<file path="config.mk">
export PLATFORM = sky130hd
export DESIGN_NAME = scancode_modifier_key_fifo_flat
export DESIGN_NICKNAME = d
export VERILOG_FILES = /design/src/rtl/core/skm_pkg.sv /design/src/rtl/core/skm_if.sv /design/src/rtl/core/skm_ram.sv /design/src/rtl/core/skm_ctrl.sv /design/src/rtl/core/scancode_modifier_key_fifo.sv /design/src/flat_wrapper.sv
export SDC_FILE = /design/constraint.sdc
export NUM_CORES = 1
export LEC_CHECK = 0
export BUFFER_PORTS_ARGS = -buffer_cell sky130_fd_sc_hd__buf_2
export CAP_MARGIN = 0
export CORE_MARGIN = 2
export CORE_UTILIZATION = 45
export DETAILED_ROUTE_END_ITERATION = 6
export SLEW_MARGIN = 10
export SYNTH_ARGS = -nofsm -noshare
export SYNTH_HDL_FRONTEND = slang
export SYNTH_SLANG_ARGS = --single-unit
</file>
<file path="constraint.sdc">
create_clock -name clk -period 4.5 [get_ports clk]
set_input_delay 0.675 -clock clk [delete_from_list [all_inputs] [get_ports clk]]
set_output_delay 0.675 -clock clk [all_outputs]
set_load 0.02 [all_outputs]
</file>
<file path="src/rtl/core/skm_pkg.sv">
`timescale 1ns / 1ps
`default_nettype none
// ----------------------------------------------------------------------------
// skm_pkg
// Shared types and constants for the scan-code modifier tracker and key queue.
// ----------------------------------------------------------------------------
package skm_pkg;

    localparam int DEFAULT_RING_DEPTH = 32;

    localparam int SCAN_W    = 8;
    localparam int CODE_W    = 7;
    localparam int ENTRY_W   = 8;
    localparam int FLAGS_W   = 5;
    localparam int MASK_W    = 48;
    localparam int CFG_IDX_W = 2;

    localparam logic CMD_SCAN = 1'b0;
    localparam logic CMD_POP  = 1'b1;

    localparam logic [CFG_IDX_W-1:0] CFG_PLAIN_LOW  = 2'd0;
    localparam logic [CFG_IDX_W-1:0] CFG_PLAIN_HIGH = 2'd1;
    localparam logic [CFG_IDX_W-1:0] CFG_SHIFT_LOW  = 2'd2;
    localparam logic [CFG_IDX_W-1:0] CFG_SHIFT_HIGH = 2'd3;

    localparam logic [CODE_W-1:0] RIGHT_CODE_MASK = 7'h60;
    localparam logic [CODE_W-1:0] LSHIFT_CODE     = 7'h2A;
    localparam logic [CODE_W-1:0] RSHIFT_CODE     = 7'h36;
    localparam logic [CODE_W-1:0] CTRL_CODE       = 7'h1D;
    localparam logic [CODE_W-1:0] KEY_ALT         = 7'h38;
    localparam logic [CODE_W-1:0] QUEUE_LIMIT     = 7'h60;

    localparam int FLAG_SHIFT = 0;
    localparam int FLAG_CTRL  = 1;
    localparam int FLAG_ALT   = 2;
    localparam int FLAG_ALTGR = 3;
    localparam int FLAG_RIGHT = 4;

    typedef struct packed {
        logic               pop_hit;
        logic               enqueued;
        logic [FLAGS_W-1:0] flags;
        logic               has_key;
    } skm_step_t;

endpackage
`default_nettype wire

</file>
<file path="src/rtl/core/skm_if.sv">
`timescale 1ns / 1ps
`default_nettype none
// ----------------------------------------------------------------------------
// skm_if
// Request and response channels with valid/ready handshake.
// ----------------------------------------------------------------------------
interface skm_req_if;
    logic                       valid;
    logic                       ready;
    logic                       command;
    logic [skm_pkg::SCAN_W-1:0] scan_byte;

    modport source (output valid, command, scan_byte, input ready);
    modport sink   (input valid, command, scan_byte, output ready);
endinterface

interface skm_rsp_if;
    logic                          valid;
    logic                          ready;
    logic                          key_valid;
    logic [skm_pkg::CODE_W-1:0]    key_code;
    logic                          key_shifted;
    logic                          enqueued;
    logic [skm_pkg::FLAGS_W-1:0]   modifier_flags;
    logic                          has_key;

    modport source (output valid, key_valid, key_code, key_shifted, enqueued,
                    modifier_flags, has_key, input ready);
    modport sink   (input valid, key_valid, key_code, key_shifted, enqueued,
                    modifier_flags, has_key, output ready);
endinterface
`default_nettype wire

</file>
<file path="src/rtl/core/skm_ram.sv">
`timescale 1ns / 1ps
`default_nettype none
// ----------------------------------------------------------------------------
// skm_ram
// Generic single-write, single-read RAM with registered read data.
// ----------------------------------------------------------------------------
module skm_ram #(
    parameter int WIDTH = 8,
    parameter int DEPTH = 32
) (
    input  wire logic                     clk,
    input  wire logic                     we,
    input  wire logic [$clog2(DEPTH)-1:0] waddr,
    input  wire logic [WIDTH-1:0]         wdata,
    input  wire logic                     re,
    input  wire logic [$clog2(DEPTH)-1:0] raddr,
    output logic      [WIDTH-1:0]         rdata
);

    logic [WIDTH-1:0] mem [DEPTH];

    always_ff @(posedge clk)
    begin
        if (we)
        begin
            mem[waddr] <= wdata;
        end
        if (re)
        begin
            rdata <= mem[raddr];
        end
    end

endmodule
`default_nettype wire

</file>
<file path="src/rtl/core/skm_ctrl.sv">
`timescale 1ns / 1ps
`default_nettype none
// ----------------------------------------------------------------------------
// skm_ctrl
// Modifier flags, presence masks and ring pointers; drives the ring RAM ports.
// ----------------------------------------------------------------------------
module skm_ctrl #(
    parameter int RING_DEPTH = skm_pkg::DEFAULT_RING_DEPTH
) (
    input  wire logic                             clk,
    input  wire logic                             rst_n,
    input  wire logic                             cfg_we,
    input  wire logic [skm_pkg::CFG_IDX_W-1:0]    cfg_index,
    input  wire logic [skm_pkg::MASK_W-1:0]       cfg_data,
    input  wire logic                             accept,
    input  wire logic                             command,
    input  wire logic [skm_pkg::SCAN_W-1:0]       scan_byte,
    output logic                                  ram_we,
    output logic [$clog2(RING_DEPTH)-1:0]         ram_waddr,
    output logic [skm_pkg::ENTRY_W-1:0]           ram_wdata,
    output logic                                  ram_re,
    output logic [$clog2(RING_DEPTH)-1:0]         ram_raddr,
    output skm_pkg::skm_step_t                    step
);
    import skm_pkg::*;

    localparam int PTR_W = $clog2(RING_DEPTH);

    logic [MASK_W-1:0]  plain_low_reg, plain_high_reg, shift_low_reg, shift_high_reg;
    logic [FLAGS_W-1:0] mod_reg, mod_next;
    logic [PTR_W-1:0]   wr_ptr_reg, wr_ptr_next;
    logic [PTR_W-1:0]   rd_ptr_reg, rd_ptr_next;

    logic [CODE_W-1:0]  code;
    logic               release_bit;
    logic               is_shift;
    logic [127:0]       mask;
    logic               push;
    logic               pop_hit;

    function automatic logic [PTR_W-1:0] ptr_inc(input logic [PTR_W-1:0] p);
        ptr_inc = (p == PTR_W'(RING_DEPTH - 1)) ? '0 : p + 1'b1;
    endfunction

    assign code        = scan_byte[CODE_W-1:0];
    assign release_bit = scan_byte[SCAN_W-1];
    assign is_shift    = (code == LSHIFT_CODE) || (code == RSHIFT_CODE);
    assign mask        = mod_next[FLAG_SHIFT] ? {32'b0, shift_high_reg, shift_low_reg}
                                              : {32'b0, plain_high_reg, plain_low_reg};

    always_comb
    begin
        mod_next    = mod_reg;
        wr_ptr_next = wr_ptr_reg;
        rd_ptr_next = rd_ptr_reg;
        push        = 1'b0;
        pop_hit     = 1'b0;
        if (accept)
        begin
            if (command == CMD_POP)
            begin
                if (wr_ptr_reg != rd_ptr_reg)
                begin
                    pop_hit     = 1'b1;
                    rd_ptr_next = ptr_inc(rd_ptr_reg);
                end
            end
            else if (release_bit)
            begin
                if (is_shift)
                    mod_next[FLAG_SHIFT] = 1'b0;
                if (code == CTRL_CODE)
                    mod_next[FLAG_CTRL] = 1'b0;
                if (code == KEY_ALT)
                begin
                    if (mod_reg[FLAG_RIGHT])
                        mod_next[FLAG_ALTGR] = 1'b0;
                    else
                        mod_next[FLAG_ALT] = 1'b0;
                end
                if ((code & RIGHT_CODE_MASK) != '0)
                    mod_next[FLAG_RIGHT] = 1'b0;
            end
            else
            begin
                if ((code & RIGHT_CODE_MASK) != '0)
                    mod_next[FLAG_RIGHT] = 1'b1;
                priority if (is_shift)
                    mod_next[FLAG_SHIFT] = 1'b1;
                else if (code == CTRL_CODE)
                    mod_next[FLAG_CTRL] = 1'b1;
                else if (code == KEY_ALT)
                begin
                    if (mod_next[FLAG_RIGHT])
                        mod_next[FLAG_ALTGR] = 1'b1;
                    else
                        mod_next[FLAG_ALT] = 1'b1;
                end
                else
                    mod_next = mod_next;
                if ((code < QUEUE_LIMIT) && mask[code])
                begin
                    push        = 1'b1;
                    wr_ptr_next = ptr_inc(wr_ptr_reg);
                end
            end
        end
    end

    always_ff @(posedge clk or negedge rst_n)
    begin
        if (!rst_n)
        begin
            mod_reg        <= '0;
            wr_ptr_reg     <= '0;
            rd_ptr_reg     <= '0;
            plain_low_reg  <= '0;
            plain_high_reg <= '0;
            shift_low_reg  <= '0;
            shift_high_reg <= '0;
        end
        else
        begin
            mod_reg    <= mod_next;
            wr_ptr_reg <= wr_ptr_next;
            rd_ptr_reg <= rd_ptr_next;
            if (cfg_we)
            begin
                unique case (cfg_index)
                    CFG_PLAIN_LOW:  plain_low_reg  <= cfg_data;
                    CFG_PLAIN_HIGH: plain_high_reg <= cfg_data;
                    CFG_SHIFT_LOW:  shift_low_reg  <= cfg_data;
                    CFG_SHIFT_HIGH: shift_high_reg <= cfg_data;
                endcase
            end
        end
    end

    assign ram_we    = push;
    assign ram_waddr = wr_ptr_reg;
    assign ram_wdata = {mod_next[FLAG_SHIFT], code};
    assign ram_re    = pop_hit;
    assign ram_raddr = rd_ptr_reg;

    assign step.pop_hit  = pop_hit;
    assign step.enqueued = push;
    assign step.flags    = mod_next;
    assign step.has_key  = (wr_ptr_next != rd_ptr_next);

endmodule
`default_nettype wire

</file>
<file path="src/rtl/core/scancode_modifier_key_fifo.sv">
`timescale 1ns / 1ps
`default_nettype none
// ----------------------------------------------------------------------------
// scancode_modifier_key_fifo
// Set-1 scan-code modifier tracker with a ring of queued key presses.
// ----------------------------------------------------------------------------
// Takes one transaction per clock unless the output stalls: a scan byte
// updates the shift/ctrl/alt/altgr/right flags and may push a key into the
// ring, a pop reads the oldest key. The response appears in the cycle after
// acceptance, set by the registered read port of the ring RAM, and sits in a
// single output register that keeps accepting while it drains. The ring needs
// no clearing pass after reset; the masks are written over the cfg port.
module scancode_modifier_key_fifo #(
    parameter int RING_DEPTH = skm_pkg::DEFAULT_RING_DEPTH
) (
    input  wire logic                          clk,
    input  wire logic                          rst_n,
    input  wire logic                          cfg_we,
    input  wire logic [skm_pkg::CFG_IDX_W-1:0] cfg_index,
    input  wire logic [skm_pkg::MASK_W-1:0]    cfg_data,
    skm_req_if.sink                            req,
    skm_rsp_if.source                          rsp
);
    import skm_pkg::*;

    localparam int PTR_W = $clog2(RING_DEPTH);

    logic                accept;
    logic                ram_we, ram_re;
    logic [PTR_W-1:0]    ram_waddr, ram_raddr;
    logic [ENTRY_W-1:0]  ram_wdata, ram_rdata;
    skm_step_t           step;

    logic                s1_valid_reg, s1_valid_next;
    skm_step_t           s1_step_reg;

    assign req.ready = !s1_valid_reg || rsp.ready;
    assign accept    = req.valid && req.ready;

    skm_ctrl #(
        .RING_DEPTH (RING_DEPTH)
    ) u_ctrl (
        .clk       (clk),
        .rst_n     (rst_n),
        .cfg_we    (cfg_we),
        .cfg_index (cfg_index),
        .cfg_data  (cfg_data),
        .accept    (accept),
        .command   (req.command),
        .scan_byte (req.scan_byte),
        .ram_we    (ram_we),
        .ram_waddr (ram_waddr),
        .ram_wdata (ram_wdata),
        .ram_re    (ram_re),
        .ram_raddr (ram_raddr),
        .step      (step)
    );

    skm_ram #(
        .WIDTH (ENTRY_W),
        .DEPTH (RING_DEPTH)
    ) u_ring (
        .clk   (clk),
        .we    (ram_we),
        .waddr (ram_waddr),
        .wdata (ram_wdata),
        .re    (ram_re),
        .raddr (ram_raddr),
        .rdata (ram_rdata)
    );

    always_comb
    begin
        s1_valid_next = s1_valid_reg;
        if (accept)
            s1_valid_next = 1'b1;
        else if (rsp.ready)
            s1_valid_next = 1'b0;
    end

    always_ff @(posedge clk or negedge rst_n)
    begin
        if (!rst_n)
        begin
            s1_valid_reg <= 1'b0;
        end
        else
        begin
            s1_valid_reg <= s1_valid_next;
        end
    end

    always_ff @(posedge clk)
    begin
        if (accept)
        begin
            s1_step_reg <= step;
        end
    end

    assign rsp.valid          = s1_valid_reg;
    assign rsp.key_valid      = s1_step_reg.pop_hit;
    assign rsp.key_code       = s1_step_reg.pop_hit ? ram_rdata[CODE_W-1:0] : '0;
    assign rsp.key_shifted    = s1_step_reg.pop_hit && ram_rdata[ENTRY_W-1];
    assign rsp.enqueued       = s1_step_reg.enqueued;
    assign rsp.modifier_flags = s1_step_reg.flags;
    assign rsp.has_key        = s1_step_reg.has_key;

`ifndef SYNTHESIS
    a_accept_loads: assert property (@(posedge clk) disable iff (!rst_n)
        accept |=> s1_valid_reg)
        else $error("accepted transaction did not reach the output register");

    a_pop_xor_push: assert property (@(posedge clk) disable iff (!rst_n)
        rsp.valid |-> !(rsp.key_valid && rsp.enqueued))
        else $error("response both popped and pushed a key");

    a_ram_one_access: assert property (@(posedge clk) disable iff (!rst_n)
        !(ram_we && ram_re))
        else $error("ring written and read in the same cycle");

    a_stall_holds: assert property (@(posedge clk) disable iff (!rst_n)
        (rsp.valid && !rsp.ready) |=> !$past(accept) && $stable(ram_rdata))
        else $error("ring read data changed under a stalled response");
`endif

endmodule
`default_nettype wire

</file>
<file path="src/flat_wrapper.sv">
// flat-port wrapper written by rule: the top's interface ports become plain ports
module scancode_modifier_key_fifo_flat import skm_pkg::*;
#(
    parameter int RING_DEPTH = skm_pkg::DEFAULT_RING_DEPTH
)
  (clk, rst_n, cfg_we, cfg_index, cfg_data, req_valid, req_command, req_scan_byte, req_ready, rsp_valid, rsp_key_valid, rsp_key_code, rsp_key_shifted, rsp_enqueued, rsp_modifier_flags, rsp_has_key, rsp_ready);
  skm_req_if req_i ();
  skm_rsp_if rsp_i ();
  input  wire logic clk;
  input  wire logic rst_n;
  input  wire logic cfg_we;
  input  wire logic [skm_pkg::CFG_IDX_W-1:0] cfg_index;
  input  wire logic [skm_pkg::MASK_W-1:0] cfg_data;
  input wire logic [$bits(req_i.valid)-1:0] req_valid;
  input wire logic [$bits(req_i.command)-1:0] req_command;
  input wire logic [$bits(req_i.scan_byte)-1:0] req_scan_byte;
  output wire logic [$bits(req_i.ready)-1:0] req_ready;
  output wire logic [$bits(rsp_i.valid)-1:0] rsp_valid;
  output wire logic [$bits(rsp_i.key_valid)-1:0] rsp_key_valid;
  output wire logic [$bits(rsp_i.key_code)-1:0] rsp_key_code;
  output wire logic [$bits(rsp_i.key_shifted)-1:0] rsp_key_shifted;
  output wire logic [$bits(rsp_i.enqueued)-1:0] rsp_enqueued;
  output wire logic [$bits(rsp_i.modifier_flags)-1:0] rsp_modifier_flags;
  output wire logic [$bits(rsp_i.has_key)-1:0] rsp_has_key;
  input wire logic [$bits(rsp_i.ready)-1:0] rsp_ready;
  assign req_i.valid = req_valid;
  assign req_i.command = req_command;
  assign req_i.scan_byte = req_scan_byte;
  assign req_ready = req_i.ready;
  assign rsp_valid = rsp_i.valid;
  assign rsp_key_valid = rsp_i.key_valid;
  assign rsp_key_code = rsp_i.key_code;
  assign rsp_key_shifted = rsp_i.key_shifted;
  assign rsp_enqueued = rsp_i.enqueued;
  assign rsp_modifier_flags = rsp_i.modifier_flags;
  assign rsp_has_key = rsp_i.has_key;
  assign rsp_i.ready = rsp_ready;
  scancode_modifier_key_fifo #(.RING_DEPTH(RING_DEPTH)) u_core (.clk(clk), .rst_n(rst_n), .cfg_we(cfg_we), .cfg_index(cfg_index), .cfg_data(cfg_data), .req(req_i), .rsp(rsp_i));
endmodule
</file>
==> flow_metrics.env, run 1 <==
export IMPL_totalNegativeSetupSlack_ns=0
export IMPL_antenna_found_initial=2
export IMPL_wl_met2_mm=24.82
export IMPL_grt_pass1_wl_mm=76.33
export IMPL_rsz0062_at_grt="no"
export IMPL_slowest_stage="dfrtp_2"
export IMPL_drive_above_1_share_pct=40.33
export IMPL_timing_rr_end="u_core.rsp.has_key"
export IMPL_routedLengthMet1_mm=22.08
export IMPL_yosysTopAreaCell="edfxtp_1"
export IMPL_leakage_nw=8.962
export IMPL_holdBufCountCts=0
export IMPL_cts_clk_slew_worst_paths_ns=0.06
export IMPL_final_nets=1498
export IMPL_cp_top_family="compound AO/OA/AOI/OAI gates"
export IMPL_drtPass1Iterations=5
export IMPL_p_per_area_nw_per_um2=508.1
export IMPL_critPathCaptureType="flop"
export IMPL_postSynthCellCount=1252
export IMPL_synth_nets=1323
export IMPL_drc_errors=0
export IMPL_ys_ff_latch=480
export IMPL_synth_most_common_cell="edfxtp_1"
export IMPL_yosys_warnings=0
export IMPL_hpwl_mm=33.53
export IMPL_synth_edff_count=272
export IMPL_ys_types=67
export IMPL_via_per_inst=5.691
export IMPL_start_util_pct=45.53
export IMPL_cts_tree="built"
export IMPL_cts_root_buf="clkbuf_16"
export IMPL_slew_headroom_pct=30.15
export IMPL_setup_violations=0
export IMPL_antenna_left=0
export IMPL_synth_commonest_cells="272 x edfxtp_1, 209 x mux2_2, 208 x dfrtp_1"
export IMPL_die_h_um=218.1
export IMPL_syn_area_um2=20620
export IMPL_place_congestion=0.8585
export IMPL_coreArea_um2=45280
export IMPL_period_needed_ns=3.974
export IMPL_postCtsSetupBuffers=0
export IMPL_postPlaceCellArea_um2=22390
export IMPL_die_w_um=218.1
export IMPL_reg2reg_depth=11
export IMPL_num_rows=78
export IMPL_syn_mean_instance_area_um2=16.47
export IMPL_ir_worst_vdd_mv=0.3549
export IMPL_period_share_pct=88.30
export IMPL_grt_max_degree=118
export IMPL_path_cells="mux4_2 > o21ai_0 > o211ai_1 > buf_4 > o2111ai_1 > a2111oi_4 > or2_4 > buf_4 > o311ai_0 > o21ai_0 > or4_1"
export IMPL_pin_count=82
export IMPL_clk_path_buf_depth=3
export IMPL_largest_reg_flops=256
export IMPL_skew_ns=0.02135
export IMPL_wl_per_cell_um=24.26
export IMPL_ff2ff_setup_slack_ns=0.53
export IMPL_synthArstFlopShare_pct=43.33
export IMPL_hold_path_class="input port to asynchronous set/reset pin"
export IMPL_syn_to_final_growth_pct=17.08
export IMPL_htreeDepth=2
export IMPL_worst_path_buf_inv=2
export IMPL_wirelength_mm=50.22
export IMPL_grt_pass1_vias=12130
export IMPL_synthTopCellsByArea="edfxtp_1 40%, dfrtp_1 25%, mux2_2 11%"
export IMPL_wl_met3_mm=2.430
export IMPL_synth_top_area_share_pct=39.61
export IMPL_finalHoldViolations=0
export IMPL_required_ns=4.82
export IMPL_grtUsageTotal_pct=21.60
export IMPL_cp_max_fo=20
export IMPL_cts_buffers=51
export IMPL_drt_iter0_drc=782
export IMPL_status="finished, final reports clean"
export IMPL_nFillCells=3772
export IMPL_clkLatencyLatePin_ns=0.59
export IMPL_ctsResizeCount=0
export IMPL_maxUsedRoutingLayer="met4"
export IMPL_cts_sinks=480
export IMPL_crit_path_start_kind="flop"
export IMPL_io_buffers=81
export IMPL_tightestPinTransition_ns=1.048
export IMPL_max_stage_delay_ns=0.80
export IMPL_path_class="flop to flop"
export IMPL_dieArea_um2=47550
export IMPL_clock_fmax_mhz=251.7
export IMPL_vias=11780
export IMPL_seq_area_frac_synth_pct=64.86
export IMPL_yosys_most_used_dff="edfxtp_1"
export IMPL_timing_rr_start="u_core.u_ctrl.mod_reg[0]"
export IMPL_slew_viol_final=0
export IMPL_grt_overflow_total=0
export IMPL_crit_arrival_ns=4.29
export IMPL_cap_violations=0
export IMPL_largest_register="u_core.u_ring.mem"
export IMPL_fin_area_um2=24140
## placed cells by master (no fill, tap or decap), types with 5 or more instances in the layout
master	instances
mux2i_1	44
and2_1	12
buf_4	107
o21ai_0	16
mux4_2	88
nor3_1	14
o31ai_1	7
a21oi_1	22
ha_1	7
o211ai_1	8
a31oi_1	5
a221oi_1	5
mux2_2	209
bufinv_16	6
o22ai_1	15
nand3_1	15
dfrtp_1	205
a211oi_1	11
nand2_1	46
buf_2	80
inv_1	16
nor2b_1	5
or3_1	10
edfxtp_1	272
nor2_1	57
clkbuf_16	53
clkinv_2	6
a22oi_1	5
nand2b_1	5
xor2_1	5
clkbuf_8	6
clkinvlp_4	6
clkbuf_1	13
## logic make-up after synthesis
kind of cell	after synthesis	synth area share [%]
mux	344	23.38
fa+ha+maj	7	0.4248
buf+inv	88	1.754
flops	480	64.86
compound gates	134	4.715
simple gates	191	4.527
xor+xnor	8	0.3398
## stage by stage
step | hold slack, ns | cells | worst slack, ns | utilization, % | power (mW)
after floorplan | 0.3794 | 1252 | 0.2628 | - | 7.199
after global placement | 0.4799 | 1974 | 0.1178 | 49.44 | 8.020
after detailed placement | 0.4861 | 1974 | 0.09467 | 49.44 | 8.057
after CTS | 0.2511 | 2068 | 0.5244 | 53.30 | 12.40
after global routing | 0.2589 | 2069 | 0.3272 | 53.30 | 12.77
final | 0.1925 | 2070 | 0.5264 | 53.31 | 12.27
## routing by layer
metal,global-route usage [%],up-vias
li1,-,5249
met3,3.598,65
met1,29.92,6171
met5,0,-
met4,4.898,0
met2,35.98,296
## power by group
part | switching, mW | internal [mW]
clock | 1.73 | 2.59
sequential | 0.335 | 5.09
combinational | 1.20 | 1.32
total | 3.27 | 9.00
## area by class of cell
class / count / area (um2) / share of cell area [%]
multi-input cells: 684 / 6894 / 28.56
well taps: 600 / 750.7 / 3.110
clock buffers: 71 / 1444 / 5.981
repair buffers: 192 / 1297 / 5.375
inverters: 18 / 67.56 / 0.2799
flip-flops and latches: 480 / 13380 / 55.42
clock inverters: 23 / 301.5 / 1.249
diodes: 2 / 5.005 / 0.02073
## worst register-to-register path, cell delays in order (launching register included)
cell and delay (ns):
dfrtp_2 0.80, mux4_2 0.61, o21ai_0 0.39, o211ai_1 0.16
buf_4 0.16, o2111ai_1 0.13, a2111oi_4 0.15, or2_4 0.28
buf_4 0.17, o311ai_0 0.30, o21ai_0 0.15, or4_1 0.42
## worst max-delay path by stage
stage                              from            endpoint  slack [ns]  depth (start not counted)
6_report       u_core.u_ctrl.mod_reg[0]  u_core.rsp.has_key        0.53                         11
4_1_cts        u_core.u_ctrl.mod_reg[0]  u_core.rsp.has_key        0.52                         11
2_1_floorplan          req_scan_byte[2]  u_core.rsp.has_key        0.26                         13
3_3_place_gp           req_scan_byte[3]  u_core.rsp.has_key        0.12                         14
3_5_place_dp           req_scan_byte[3]  u_core.rsp.has_key        0.09                         14
5_1_grt        u_core.u_ctrl.mod_reg[0]  u_core.rsp.has_key        0.33                         11
Note: power is estimated with default switching activity, not from simulation.
==> run 2, diff against run 1 <==
Settings changed: CORE_UTILIZATION 45 to 62, PLACE_DENSITY from default to 0.8.
==> run 2 against run 1 <==
Net effect:
- worst setup slack improved by 0.0051 ns
- sequential power hardly changed
- final cell count fell by 9.2%
- critical endpoint is now u_core.u_ring.mem[21][4]
- largest cell class unchanged
==> flow_metrics.env, run 2 (synthesis gave the netlist of run 1 again) <==
export IMPL_drtPass1Iterations=5
export IMPL_top_usage_layer="met2"
export IMPL_p_per_area_nw_per_um2=501.0
export IMPL_fin_ws_ns=0.5314
export IMPL_drc_errors=0
export IMPL_period_needed_ns=3.969
export IMPL_holdBufCountCts=0
export IMPL_cap_violations=0
export IMPL_globalRouteMet1Util_pct=37.37
export IMPL_drt_iter0_drc=935
export IMPL_use_met3_pct=4.589
export IMPL_crit_path_start_kind="flop"
export IMPL_cp_max_fo=13
export IMPL_status="finished, final reports clean"
export IMPL_start_util_pct=63.21
export IMPL_drive_above_1_share_pct=38.69
export IMPL_wirelength_mm=48.01
export IMPL_hpwl_mm=30.88
export IMPL_path_class="flop to flop"
export IMPL_slew_viol_final=0
export IMPL_grtUsageTotal_pct=28.13
export IMPL_htreeDepth=2
export IMPL_skew_ns=0.02184
export IMPL_crit_arrival_ns=4.23
export IMPL_antenna_left=0
export IMPL_leakage_nw=8.774
export IMPL_total_power_mw=11.80
export IMPL_antenna_found_initial=2
export IMPL_met2_usage_pct=48.34
export IMPL_vias=12010
export IMPL_grt_pass1_vias=12370
export IMPL_period_share_pct=88.19
export IMPL_setup_violations=0
export IMPL_rsz0062_at_grt="no"
export IMPL_nFillCells=2054
export IMPL_io_buffers=81
export IMPL_largest_reg_flops=256
export IMPL_critPathCaptureType="flop"
export IMPL_grt_overflow_total=0
export IMPL_grt_pass1_wl_mm=74.30
export IMPL_final_cell_mix="272 x edfxtp_1, 209 x mux2_2, 205 x dfrtp_1"
export IMPL_cts_tree="built"
export IMPL_ctsResizeCount=0
export IMPL_die_h_um=186.4
export IMPL_preCtsSetupSlack_ns=0.1441
export IMPL_cts_clk_slew_worst_paths_ns=0.06
export IMPL_wl_per_cell_um=25.53
export IMPL_num_rows=66
export IMPL_totalNegativeSetupSlack_ns=0
export IMPL_die_w_um=186.4
export IMPL_slew_headroom_pct=30.30
export IMPL_finalHoldViolations=0
export IMPL_cts_buffers=47
export IMPL_mostFrequentLayoutCell="edfxtp_1"
export IMPL_final_nets=1473
export IMPL_via_per_inst=6.386
export IMPL_tightestPinTransition_ns=1.044
export IMPL_pin_count=82
export IMPL_hold_path_class="input port to asynchronous set/reset pin"
export IMPL_grt_max_degree=99
export IMPL_cts_sinks=480
export IMPL_largest_register="u_core.u_ring.mem"
export IMPL_syn_to_final_growth_pct=14.21
export IMPL_cts_root_buf="clkbuf_16"
export IMPL_clock_fmax_mhz=252.0
export IMPL_postCtsSetupBuffers=0
export IMPL_required_ns=4.76
export IMPL_place_congestion=0.9389
export IMPL_coreArea_um2=32620
export IMPL_clkLatencyLatePin_ns=0.56
export IMPL_dieArea_um2=34730
export IMPL_ir_worst_vdd_mv=0.4035
export IMPL_clk_path_buf_depth=3
## run 2: changes by cell type in the layout (fill, tap and decap cells not counted), sizes merged, moves of 2 or more
cell / change
buf: -21
clkinvlp: -6
bufinv: -2
clkbuf: -2
## run 2: worst max-delay path: stages (launching register included)
cell and delay, ns:
dfrtp_1 0.37, nand2b_1 0.30, o2111ai_1 0.35, o21ai_2 0.45, a211oi_1 0.14, o31ai_1 0.31, o22ai_1 0.21, a2111oi_4 0.44
or2_4 0.20, buf_4 0.19, nand2_1 0.29, nor2_1 0.21, buf_4 0.21
## run 2: path summary, 6_finish.rpt
path	startpoint	cells past startpoint	slack, ns	endpoint
max	u_core.rsp.valid	12	0.53	u_core.u_ring.mem[21][4]
min	rst_n	1	0.20	u_core.u_ctrl.shift_low_reg[17]
max reg2reg	u_core.rsp.valid	12	0.53	u_core.u_ring.mem[21][4]
min reg2reg	u_core.u_ctrl.plain_high_reg[24]	1	0.50	u_core.u_ctrl.plain_high_reg[24]
max in group asynchronous	rst_n	2	3.23	u_core.u_ctrl.plain_high_reg[8]
min in group clk	cfg_data[25]	2	0.39	u_core.u_ctrl.shift_high_reg[25]
## run 2: final cells by class
class                      instances  area, um2  area share, %
antenna                            1      2.502        0.01063
clock buffer                      69       1340          5.690
clock inverter                    15      185.2         0.7864
inverter                          18      67.56         0.2869
multi-input combinational        684       6894          29.28
sequential                       480      13380          56.81
tap                              442      553.0          2.348
timing repair buffer             171       1127          4.787
## run 2: power by group
part | leakage [nW] | switching [mW] | internal (mW)
Sequential | 4.93 | 0.326 | 5.09
Combinational | 3.10 | 1.18 | 1.31
Clock | 0.746 | 1.61 | 2.29
Total | 8.77 | 3.11 | 8.69
## run 2: layer usage
metal,wire (um),vias up
met3,3357,99
met5,12,-
met2,24740,529
li1,-,5190
met1,18540,6185
met4,1355,2
## run 2: metrics by stage
step	utilization, %	cell area, um2	hold slack (ns)	instances
after floorplan	-	20620	0.3794	1252
after global placement	67.51	22020	0.4813	1795
after detailed placement	67.51	22020	0.4899	1795
after CTS	72.19	23550	0.2231	1879
after global routing	72.19	23550	0.2641	1879
final	72.19	23550	0.1957	1880
